===== src/hw/rtl/lrt_pkg.sv =====
package lrt_pkg;

	// Sizes and defaults
	localparam int NODE_COUNT_DEF = 16;
	localparam int RATE_FRAC_BITS = 8;
	localparam int CFG_INDEX_W    = 3;
	localparam int IN_DATA_W      = 216;
	localparam int OUT_DATA_W     = 200;

	// Configuration register indexes
	localparam logic [CFG_INDEX_W-1:0] CFG_LATENCY_TARGET  = 3'd0;
	localparam logic [CFG_INDEX_W-1:0] CFG_RATE_FLOOR      = 3'd1;
	localparam logic [CFG_INDEX_W-1:0] CFG_RATE_CEILING    = 3'd2;
	localparam logic [CFG_INDEX_W-1:0] CFG_SAMPLE_INTERVAL = 3'd3;
	localparam logic [CFG_INDEX_W-1:0] CFG_COOLDOWN        = 3'd4;

	// Configuration reset values
	localparam logic [31:0] LATENCY_TARGET_RST = 32'd1000;
	localparam logic [31:0] RATE_FLOOR_RST     = 32'(64'd1 << RATE_FRAC_BITS);
	localparam logic [31:0] RATE_CEILING_RST   = 32'hFFFF_FFFF;

	// Item kinds
	localparam logic KIND_REGISTER = 1'b0;
	localparam logic KIND_TICK     = 1'b1;

	typedef enum logic [1:0] {
		POL_FIXED    = 2'd0,
		POL_CONSERV  = 2'd1,
		POL_AGGRESS  = 2'd2,
		POL_HOLD     = 2'd3   // evaluated and logged, never adjusted
	} policy_t;

	typedef enum logic [2:0] {
		ST_REGISTERED = 3'd0,
		ST_UNCHANGED  = 3'd1,
		ST_ADJUSTED   = 3'd2,
		ST_SKIPPED    = 3'd3,
		ST_UNKNOWN    = 3'd4
	} status_t;

	typedef struct packed {
		logic        kind;
		logic [3:0]  node;
		logic [1:0]  policy;
		logic [31:0] start_rate;
		logic [31:0] node_ceiling;
		logic [47:0] now_us;
		logic [31:0] median_latency;
		logic [31:0] tail_latency;
		logic [31:0] mean_latency;
		logic        stats_present;
	} item_t;

	typedef struct packed {
		logic [31:0] latency_target;
		logic [31:0] rate_floor;
		logic [31:0] rate_ceiling;
		logic [31:0] sample_interval;
		logic [31:0] cooldown;
	} cfg_t;

	typedef struct packed {
		policy_t     policy;
		logic [31:0] rate;
		logic [31:0] ceiling;
		logic [47:0] last_adjust;
		logic [47:0] last_sample;
		logic [31:0] adjust_count;
		logic [31:0] low_seen;
		logic [31:0] high_seen;
		logic [31:0] tail;
		logic [31:0] mean;
	} slot_t;

	typedef struct packed {
		status_t     status;
		logic [31:0] rate_now;
		logic        resync;
		logic [31:0] adjust_total;
		logic [31:0] lowest_rate;
		logic [31:0] highest_rate;
		logic [31:0] recent_tail;
		logic [31:0] recent_mean;
	} result_t;

endpackage


===== src/hw/rtl/lrt_cfg.sv =====
module lrt_cfg import lrt_pkg::*; (
	input  logic                   clk,
	input  logic                   arst_n,
	input  logic                   cfg_valid,
	output logic                   cfg_ready,
	input  logic [CFG_INDEX_W-1:0] cfg_index,
	input  logic [31:0]            cfg_data,
	output cfg_t                   cfg
);

	cfg_t cfg_q;

	assign cfg_ready = 1'b1;
	assign cfg      = cfg_q;

	// Register file; writes to unused indexes are dropped
	always_ff @(posedge clk or negedge arst_n) begin
		if (!arst_n) begin
			cfg_q.latency_target  <= LATENCY_TARGET_RST;
			cfg_q.rate_floor      <= RATE_FLOOR_RST;
			cfg_q.rate_ceiling    <= RATE_CEILING_RST;
			cfg_q.sample_interval <= '0;
			cfg_q.cooldown        <= '0;
		end else if (cfg_valid) begin
			unique case (cfg_index)
				CFG_LATENCY_TARGET:  cfg_q.latency_target  <= cfg_data;
				CFG_RATE_FLOOR:      cfg_q.rate_floor      <= cfg_data;
				CFG_RATE_CEILING:    cfg_q.rate_ceiling    <= cfg_data;
				CFG_SAMPLE_INTERVAL: cfg_q.sample_interval <= cfg_data;
				CFG_COOLDOWN:        cfg_q.cooldown        <= cfg_data;
				default: begin
				end
			endcase
		end
	end

endmodule


===== config.mk =====
export PLATFORM = sky130hd
export DESIGN_NAME = lrt_cfg
export DESIGN_NICKNAME = d
export VERILOG_FILES = /design/src/hw/rtl/lrt_pkg.sv /design/src/hw/rtl/lrt_cfg.sv
export SDC_FILE = /design/constraint.sdc
export NUM_CORES = 1
export LEC_CHECK = 0
export ABC_AREA = 1
export BUFFER_PORTS_ARGS = -buffer_cell sky130_fd_sc_hd__buf_4
export CORE_UTILIZATION = 35
export CTS_CLUSTER_SIZE = 30
export DETAILED_ROUTE_END_ITERATION = 8
export SYNTH_ARGS = -nofsm -noshare
export SYNTH_HDL_FRONTEND = slang
export SYNTH_SLANG_ARGS = --single-unit

===== constraint.sdc =====
create_clock -name clk -period 1.7 [get_ports clk]
set_input_delay 0.255 -clock clk [delete_from_list [all_inputs] [get_ports clk]]
set_output_delay 0.255 -clock clk [all_outputs]
set_load 0.02 [all_outputs]

==> results of run 1 <==
## final timing paths
check	startpoint	slack (ns)	end
setup / recovery	cfg[75]	0.33	cfg[75]
hold / removal	cfg_data[11]	0.08	cfg[43]
setup reg to reg	cfg[75]	0.97	cfg[75]
hold reg to reg	cfg[64]	0.46	cfg[64]
max in group asynchronous	arst_n	0.72	cfg[69]
min in group asynchronous	arst_n	0.30	cfg[111]
## per-layer routing
| layer | routed length [um] | part of all wire |
|---|---|---|
| met1 | 8860 | 0.45 |
| met2 | 9130 | 0.47 |
| met3 | 1260 | 0.064 |
| met4 | 317 | 0.016 |
| met5 | 0 | 0 |
## kinds of logic after synthesis
family / Yosys count
and+or+nand+nor: 493
DFF: 160
buffers and inverters: 51
other: 1
## per-stage QoR
step	util	worst slack, ns
2_1_floorplan	-	0.726
3_3_place_gp	0.465	0.366
3_5_place_dp	0.465	0.329
4_1_cts	0.499	0.318
5_1_grt	0.499	0.304
6_report	0.499	0.332
## final cells by class
cell class | count | area share
clock buffers | 26 | 0.0549
clock inverters | 6 | 0.0125
inverters | 6 | 0.00258
multi-input cells | 494 | 0.235
flip-flops and latches | 160 | 0.464
well taps | 225 | 0.0323
repair buffers | 223 | 0.198
## power breakdown
group          total, W  internal, W  switching [W]
clock network   0.00388      0.00239        0.00149
registers       0.00510      0.00465       0.000447
logic           0.00318      0.00127        0.00191
## cells in the final DEF (no fill, tap or decap)
master	instances
nor2_4	5
clkinv_4	1
dfstp_2	39
nand2_1	360
clkbuf_1	7
dfrtp_1	121
inv_2	5
buf_12	4
nand3_1	128
dlygate4sd3_1	1
buf_6	1
buf_4	217
clkbuf_8	2
bufinv_16	3
clkinv_2	2
inv_1	1
conb_1	1
clkbuf_16	17
==> metrics.csv, run 1 <==
metric,value,unit
synthFlopType,dfrtp_1,
cts_root_buf,clkbuf_16,
boundaryPins,199,
hold_class,primary input to flop,
detailroute.via_count,5403,
grt_first_pass_wirelength,30300,um
post_synth_inst_count,705,
worstHoldPathCells,3,
die_w,137,um
grt_antenna_before_repair,0,
fmax,0.731,GHz
peakVddDrop,747,uV
synth_simple_gate_area_frac,0.321,
grt_start_max_net_pins,61,
tritoncts,done,
routed_wl,19600,um
worst_hold_slack,0.0780,ns
ys_seq_elements,160,
final.setup.tns,0,ns
grt-busiest-layer,met2,
critPathCaptureType,primary output,
synthMuxAreaShare,0,
dp_hpwl,13300,um
hold_buffers,1,
path_max_fanout,2,
category_of_the_critical_setup_timing_path,flop to primary output,
rsz0062_at_grt,false,
gr-total-overflow,0,
grt_usage,0.219,
dpl-instance-area,8130,sq um
number_of_flops_mapped_to_enable_cells_by_yosys,0,
drt_first_pass_iters,5,
run_status,"finished, final reports clean",
asyncSetResetFlopFracSynth,1.00,
floorplan.rows,48,
buffer_and_inverter_count_on_the_worst_path,1,
power.static_leakage,4.73,nW
finalHoldViolations,0,
max_cap_violations,0,
flow.area_growth_from_synthesis,37.4,%
critPathRequiredTime,1.44,ns
combined_flip_flop_and_latch_cell_area,4050,sq um
synth.cells.most_frequent,"nand2_1, nand3_1, dfrtp_1, dfstp_2, buf_2",
path_cells,buf_4,
wire_per_inst,17.2,um
post_place_cells,1107,
clock_insertion_delay_worst_skew,0.42,ns
grt_use_met2,0.339,
cts_sinks,160,
routed_via_density,4.74,
power.density,1390,nW/um^2
post_synth_xor_area_fraction,0,
postCtsSetupRepairBufs,0,
synth_top_cells_by_area,"dfrtp_1, nand2_1, dfstp_2",
min_period_over_period,0.805,
tritoncts.num_buffers,17,
initial_drc_count,375,
path_delay_family,flip-flops,
synth_compound_gate_area_share,0,
synth_warnings,0,
yosysTopAreaCellShare,0.477,
cts-htree-levels,4,
syn_avg_cell_area,9.01,sq um
largest_reg_flops,160,
worst_setup_path_start_kind,flop,
finalInstanceArea,8730,sq um
setup_violations,0,
ant_nets,0,
nNetsFinal,940,
yosysSeqAreaShare,0.638,
antenna_cells,0,
fillers,1670,
floorplan_die_area,18700,sq um
core_area,17500,sq um
timing.final.max_slew_violations,0,
number_of_gates_resized_after_cts,0,
final.setup_skew,0,ns
synth_top_family_by_area,simple AND/OR/NAND/NOR gates,
fin_total_pwr,0.0122,W
route.detailed.drc,0,
post_synth_num_cell_types,13,
finalWeightedCongestion,0.798,
r2r.worst_path.cells,2,
post_synth_instance_area,6350,sq um
placement.io_buffers,197,
yosys.cell_count.top_type,nand2_1,
netlist.top_cell.by_area,dfrtp_1,
grt_pass1_vias,5197,
critPathSlowestCell,dfstp_2,
synth-adder-area-share,0,
grt_util_met3,0.0470,
start_util,0.363,
final-instance-count-excl-fill,1140,
timing.final.crit_period,1.37,ns
grt_util_met1,0.304,
worst_setup_hold_path_clk_slew,0.06,ns
mappedNetlistNets,743,
peak_per_stage_delay_on_the_critical_path,0.55,ns
multiInputGateArea,2050,sq um
timing.critical_path.arrival,1.11,ns
die_height,137,um
cts_buffer_depth,2,
crit_cells,1,
layout_cells_sized_above_1,0.323,
Note: power is estimated with default switching activity, not from simulation.
==> inputs of run 2 (changes only) <==
ABC_AREA = 0   (was 1)
clock period = 1.3 ns   (was 1.7 ns; I/O delays follow)
==> run 2 against run 1 <==
  * Cell area up 0.19%
  * Worst setup slack worse by 0.31 ns
  * Utilization is 2.1 points higher
  * Cell count down 30%
  * Global-route usage fell by 4.8 points
  * Critical path depth is the same
  * Clock power grew 34%
  * Hold slack worse by 0.043 ns
  * Highest routed layer unchanged
==> metrics.csv, run 2 <==
metric,value,unit,change
start_util,0.362,,was 0.363
detailroute.via_count,3739,,"was 5,403"
post_synth_num_cell_types,11,,was 13
gr-total-overflow,0,,unchanged
net_switching_component_of_the_power,0.00524,W,was 0.00385 W
rsz0062_at_grt,true,,was false
run_status,"finished, final reports clean",,unchanged
synth_top_cells_by_area,"dfrtp_1, mux2_2, dfstp_2",,"was dfrtp_1, nand2_1, dfstp_2"
final.setup_skew,0,ns,unchanged
cts_buffer_depth,2,,unchanged
layout_common_cells,"buf_4, mux2_2, dfrtp_1",,"was nand2_1, buf_4, nand3_1"
initial_drc_count,91,,was 375
worst_hold_slack,0.0349,ns,was 0.0780 ns
share_clk_of_total_power,0.305,,was 0.319
path_delay_family,flip-flops,,unchanged
fmax,0.780,GHz,
asyncSetResetFlopFracSynth,1.00,,unchanged
worst_setup_path_start_kind,flop,,unchanged
finalWeightedCongestion,0.744,,was 0.798
crit-reg2reg-capture,cfg[95],,was cfg[75]
final-instance-count-excl-fill,795,,"was 1,140"
timing.final.crit_period,1.28,ns,
core_area,16800,sq um,"was 17,500 sq um"
peakVddDrop,863,uV,was 747 uV
post_synth_inst_count,345,,was 705
post_synth_instance_area,6090,sq um,was 6350 sq um
ant_nets,0,,unchanged
ys_seq_elements,160,,unchanged
floorplan_die_area,17900,sq um,"was 18,700 sq um"
min_period_over_period,0.986,,
sw_frac_of_total,0.307,,was 0.316
critical_path.reg2reg.startpoint,cfg[95],,was cfg[75]
max_cap_violations,0,,unchanged
boundaryPins,199,,unchanged
layout_cells_sized_above_1,0.763,,was 0.323
category_of_the_critical_setup_timing_path,flop to primary output,,unchanged
largest_reg_flops,160,,unchanged
route.detailed.drc,0,,unchanged
cts_root_buf,clkbuf_16,,unchanged
path_max_fanout,2,,unchanged
flow.area_growth_from_synthesis,43.5,%,was 37.4%
yosysSeqAreaShare,0.665,,was 0.638
buffer_and_inverter_count_on_the_worst_path,1,,unchanged
wire_per_inst,18.4,um,was 17.2 um
tritoncts,done,,unchanged
grt_start_max_net_pins,38,,was 61
die_w,134,um,was 137 um
finalHoldViolations,0,,unchanged
nNetsFinal,600,,was 940
die_height,134,um,was 137 um
mappedNetlistNets,383,,was 743
synth.cells.most_frequent,"mux2_2, dfrtp_1, dfstp_2, buf_6, mux2_1",,"was nand2_1, nand3_1, dfrtp_1, dfstp_2, buf_2"
grt_first_pass_wirelength,23100,um,"was 30,300 um"
synth_warnings,0,,unchanged
timing.reg2reg.setup_slack,0.47,ns,was 0.97 ns
timing.final.max_slew_violations,0,,unchanged
path_cells,buf_6,,was buf_4
floorplan.rows,47,,was 48
power.density,1950,nW/um^2,was 1390 nW/um^2
timing.critical_path.arrival,1.09,ns,was 1.11 ns
tritoncts.num_buffers,17,,unchanged
pwr-share-seq,0.407,,was 0.419
worstHoldEndpoint,cfg[18],,was cfg[43]
synthFlopType,dfrtp_1,,unchanged
routed_wl,14600,um,"was 19,600 um"
layout_commonest_cell,buf_4,,was nand2_1
placement.io_buffers,197,,unchanged
yosysTopAreaCellShare,0.497,,was 0.477
routed_via_density,4.70,,was 4.74
r2r.worst_path.cells,2,,unchanged
fillers,1442,,"was 1,670"
grt_antenna_before_repair,0,,unchanged
grt_pass1_vias,4117,,"was 5,197"
clock_insertion_delay_worst_skew,0.41,ns,was 0.42 ns
yosys.cell_count.top_type,mux2_2,,was nand2_1
final.setup.tns,0,ns,unchanged
setup_violations,0,,unchanged
critPathRequiredTime,1.11,ns,was 1.44 ns
critPathSlowestCell,dfstp_2,,unchanged
grt_usage,0.171,,was 0.219
netlist.top_cell.by_area,dfrtp_1,,unchanged
antenna_cells,0,,unchanged
post_place_cells,761,,"was 1,107"
hold_class,primary input to flop,,unchanged
power.static_leakage,3.99,nW,was 4.73 nW
cts_sinks,160,,unchanged
cellInternalPower,0.0118,W,was 0.00832 W
dp_hpwl,10200,um,"was 13,300 um"
peak_per_stage_delay_on_the_critical_path,0.55,ns,about the same
number_of_flops_mapped_to_enable_cells_by_yosys,0,,unchanged
drt_first_pass_iters,3,,was 5
cts-htree-levels,4,,unchanged
combinationalPowerShare,0.288,,was 0.262
worst_setup_hold_path_clk_slew,0.06,ns,about the same
worstHoldPathCells,2,,was 3
syn_avg_cell_area,17.7,sq um,was 9.01 sq um
min-delay-start,cfg_data[18],,was cfg_data[11]
critPathCaptureType,primary output,,unchanged
run 2: metal layers:
| layer | wire (um) | share of wire | track usage | vias to the layer above |
|---|---|---|---|---|
| met3 | 1130 | 0.077 | 0.0616 | 20 |
| met5 | 0 | 0 | 0 | - |
| met1 | 6120 | 0.42 | 0.209 | 1929 |
| met4 | 257 | 0.018 | 0.0663 | 0 |
| met2 | 7120 | 0.49 | 0.276 | 132 |
| li1 | - | - | - | 1658 |
run 2: layout make-up:
type	instances	area, sq um	share of cell area
Sequential cell	160	4050	0.464
Timing Repair Buffer	217	1880	0.215
Multi-Input combinational cell	166	1910	0.219
Clock buffer	17	425	0.0487
Tap cell	220	275	0.0315
Clock inverter	15	195	0.0223
run 2: how the worst max path moves through the flow:
stage	from	endpoint	slack, ns	cells after the start
global placement	cfg_index[0]	cfg[76]	-0.16	4
CTS	cfg[70]	cfg[70]	-0.006	1
finish	cfg[87]	cfg[87]	0.02	1
floorplan	cfg_index[0]	cfg[128]	0.06	3
detailed placement	cfg_index[0]	cfg[30]	-0.20	4
global route	cfg[134]	cfg[134]	-0.03	1
run 2: kinds of logic (layout without fill, tap and decap cells):
group,after synthesis,count (layout),share of synthesized area
mux,160,160,0.296
flops,160,160,0.665
buf+inv,19,249,0.0283
simple gates,5,5,0.0103
other cells,1,1,0.000615
run 2: power by group through the flow:
stage	logic [W]	clock network, W	registers [W]
floorplan	0.00104	0	0.00828
global placement	0.00473	0	0.00692
detailed placement	0.00480	0	0.00698
CTS	0.00490	0.00534	0.00694
global route	0.00518	0.00558	0.00711
finish	0.00492	0.00521	0.00695
run 2: repair_timing:
action | 4_1_cts | 5_1_grt
hold endpoints to repair | 26 | 0
hold buffers | 1 | 0
setup endpoints to repair | 20 | 36
buffers inserted | 0 | 1
resized for setup | 20 | 19
run 2: metrics by stage:
stage               power (W)  utilization  instance area, sq um  setup WS, ns
floorplan             0.00932            -                  6090        0.0568
detailed placement     0.0118        0.473                  7960        -0.195
CTS                    0.0172        0.515                  8660      -0.00556
global placement       0.0117        0.473                  7960        -0.164
global route           0.0179        0.520                  8740       -0.0316
finish                 0.0171        0.520                  8740        0.0181
==> inputs of run 3 (changes only) <==
MAX_ROUTING_LAYER = met4   (was default)
REMOVE_ABC_BUFFERS = 1   (was default)
clock period = 1.6 ns   (was 1.3 ns; I/O delays follow)
==> run 3 against run 2 <==
  * Sequential power is 19% lower
  * Via count is 1.3% lower
  * Clock skew unchanged
  * Register-to-register slack improved by 0.34 ns
  * Clock power fell by 28%
  * Sequential share of layout area rose by 1.5 points
  * Die area unchanged
==> metrics.csv, run 3 (synthesized netlist as in run 2, its figures left out) <==
metric,value,unit,change
layout_common_cells,"buf_4, mux2_2, dfrtp_1",,unchanged
start_util,0.362,,unchanged
multiInputGateArea,1910,sq um,unchanged
min-delay-start,cfg_data[14],,was cfg_data[18]
routed_via_density,4.68,,was 4.70
fillers,1499,,"was 1,442"
place_worst_setup_slack,0.0391,ns,was -0.195 ns
cts-htree-levels,4,,unchanged
wire_per_inst,17.9,um,was 18.4 um
worst_hold_slack,0.0768,ns,was 0.0349 ns
route.detailed.drc,0,,unchanged
combined_flip_flop_and_latch_cell_area,4050,sq um,unchanged
r2r.worst_path.cells,1,,was 2
die_height,134,um,unchanged
dp_hpwl,9750,um,"was 10,200 um"
finalInstanceArea,8480,sq um,was 8740 sq um
run_status,"finished, final reports clean",,unchanged
grt_antenna_before_repair,0,,unchanged
critPathSlowestCell,dfstp_2,,unchanged
final-instance-count-excl-fill,788,,was 795
cts_buffer_depth,2,,unchanged
dpl-instance-area,7910,sq um,was 7960 sq um
fmax,0.753,GHz,
grt_usage,0.173,,was 0.171
final.setup_skew,0,ns,unchanged
placement.io_buffers,197,,unchanged
timing.critical_path.arrival,1.09,ns,about the same
power.static_leakage,3.86,nW,was 3.99 nW
cts_sinks,160,,unchanged
path_max_fanout,2,,unchanged
critPathRequiredTime,1.36,ns,was 1.11 ns
path_delay_family,flip-flops,,unchanged
power.density,1550,nW/um^2,was 1950 nW/um^2
core_area,16800,sq um,unchanged
worst_setup_hold_path_clk_slew,0.06,ns,about the same
layout_cells_sized_above_1,0.754,,was 0.763
detailroute.via_count,3691,,"was 3,739"
finalWorstSetupSlack,0.272,ns,was 0.0181 ns
boundaryPins,199,,unchanged
hold_class,primary input to flop,,unchanged
antenna_cells,0,,unchanged
path_cells,buf_4,,was buf_6
finalHoldViolations,0,,unchanged
setup_violations,0,,unchanged
worstHoldPathCells,2,,unchanged
fin_total_pwr,0.0132,W,was 0.0171 W
flow.area_growth_from_synthesis,39.1,%,was 43.5%
worst_setup_path_start_kind,flop,,unchanged
peak_per_stage_delay_on_the_critical_path,0.54,ns,was 0.55 ns
largest_reg_flops,160,,unchanged
timing.reg2reg.setup_slack,0.81,ns,was 0.47 ns
drt_first_pass_iters,4,,was 3
finalWeightedCongestion,0.713,,was 0.744
floorplan.rows,47,,unchanged
worstHoldEndpoint,cfg[14],,was cfg[18]
number_of_gates_resized_after_cts,0,,was 20
timing.final.crit_period,1.33,ns,
gr-total-overflow,0,,unchanged
grt_start_max_net_pins,42,,was 38
tritoncts,done,,unchanged
crit-reg2reg-capture,cfg[18],,was cfg[95]
timing.final.max_slew_violations,0,,unchanged
rsz0062_at_grt,false,,was true
buffer_and_inverter_count_on_the_worst_path,1,,unchanged
grt_first_pass_wirelength,22500,um,"was 23,100 um"
layout_commonest_cell,buf_4,,unchanged
critPathCaptureType,primary output,,unchanged
ant_nets,0,,unchanged
nNetsFinal,593,,was 600
clock_insertion_delay_worst_skew,0.41,ns,about the same
floorplan_die_area,17900,sq um,unchanged
tritoncts.num_buffers,17,,unchanged
routed_wl,14100,um,"was 14,600 um"
category_of_the_critical_setup_timing_path,flop to primary output,,unchanged
die_w,134,um,unchanged
post_place_cells,755,,was 761
max_cap_violations,0,,unchanged
critical_path.reg2reg.startpoint,cfg[18],,was cfg[95]
peakVddDrop,773,uV,was 863 uV
min_period_over_period,0.830,,
cts_root_buf,clkbuf_16,,unchanged
initial_drc_count,86,,was 91
grt_pass1_vias,4001,,"was 4,117"
## run 3: worst max-delay path by stage
stage	start	end	slack, ns	depth (start not counted)
after floorplan	cfg_index[1]	cfg[0]	-2.43	2
after global routing	cfg[137]	cfg[137]	0.22	1
after detailed placement	cfg_index[0]	cfg[28]	0.04	4
after global placement	cfg_index[1]	cfg[102]	0.1	4
final	cfg[80]	cfg[80]	0.27	1
after CTS	cfg[135]	cfg[135]	0.23	1
## run 3: layer usage
layer / track usage / routed length (um)
met4: 0.0713 / 227
met1: 0.215 / 6170
met5: - / 0
met3: 0.0389 / 659
met2: 0.272 / 7030
## run 3: repair_timing
action | 4_1_cts | 5_1_grt
endpoints found under the setup margin | 0 | 0
buffers inserted | 0 | 0
endpoints found under the hold margin | 24 | 0
hold buffers | 1 | 0
## run 3: report_power, final
part / switching [W] / internal, W / leakage, nW / total (W)
Combinational: 0.00196 / 0.00185 / 1.74 / 0.00381
Clock: 0.00155 / 0.00222 / 0.263 / 0.00377
Sequential: 0.000495 / 0.00510 / 1.86 / 0.00560
## run 3: area by class of cell
cell class | instances | area share
flip-flops and latches | 160 | 0.478
multi-input cells | 166 | 0.226
repair buffers | 210 | 0.199
clock buffers | 23 | 0.0552
well taps | 220 | 0.0325
clock inverters | 9 | 0.0100
## run 3: metrics by stage
step | setup TNS (ns) | utilization
3_3_place_gp | 0 | 0.471
4_1_cts | 0 | 0.504
3_5_place_dp | 0 | 0.471
5_1_grt | 0 | 0.504
6_report | 0 | 0.504
2_1_floorplan | -251.52 | -
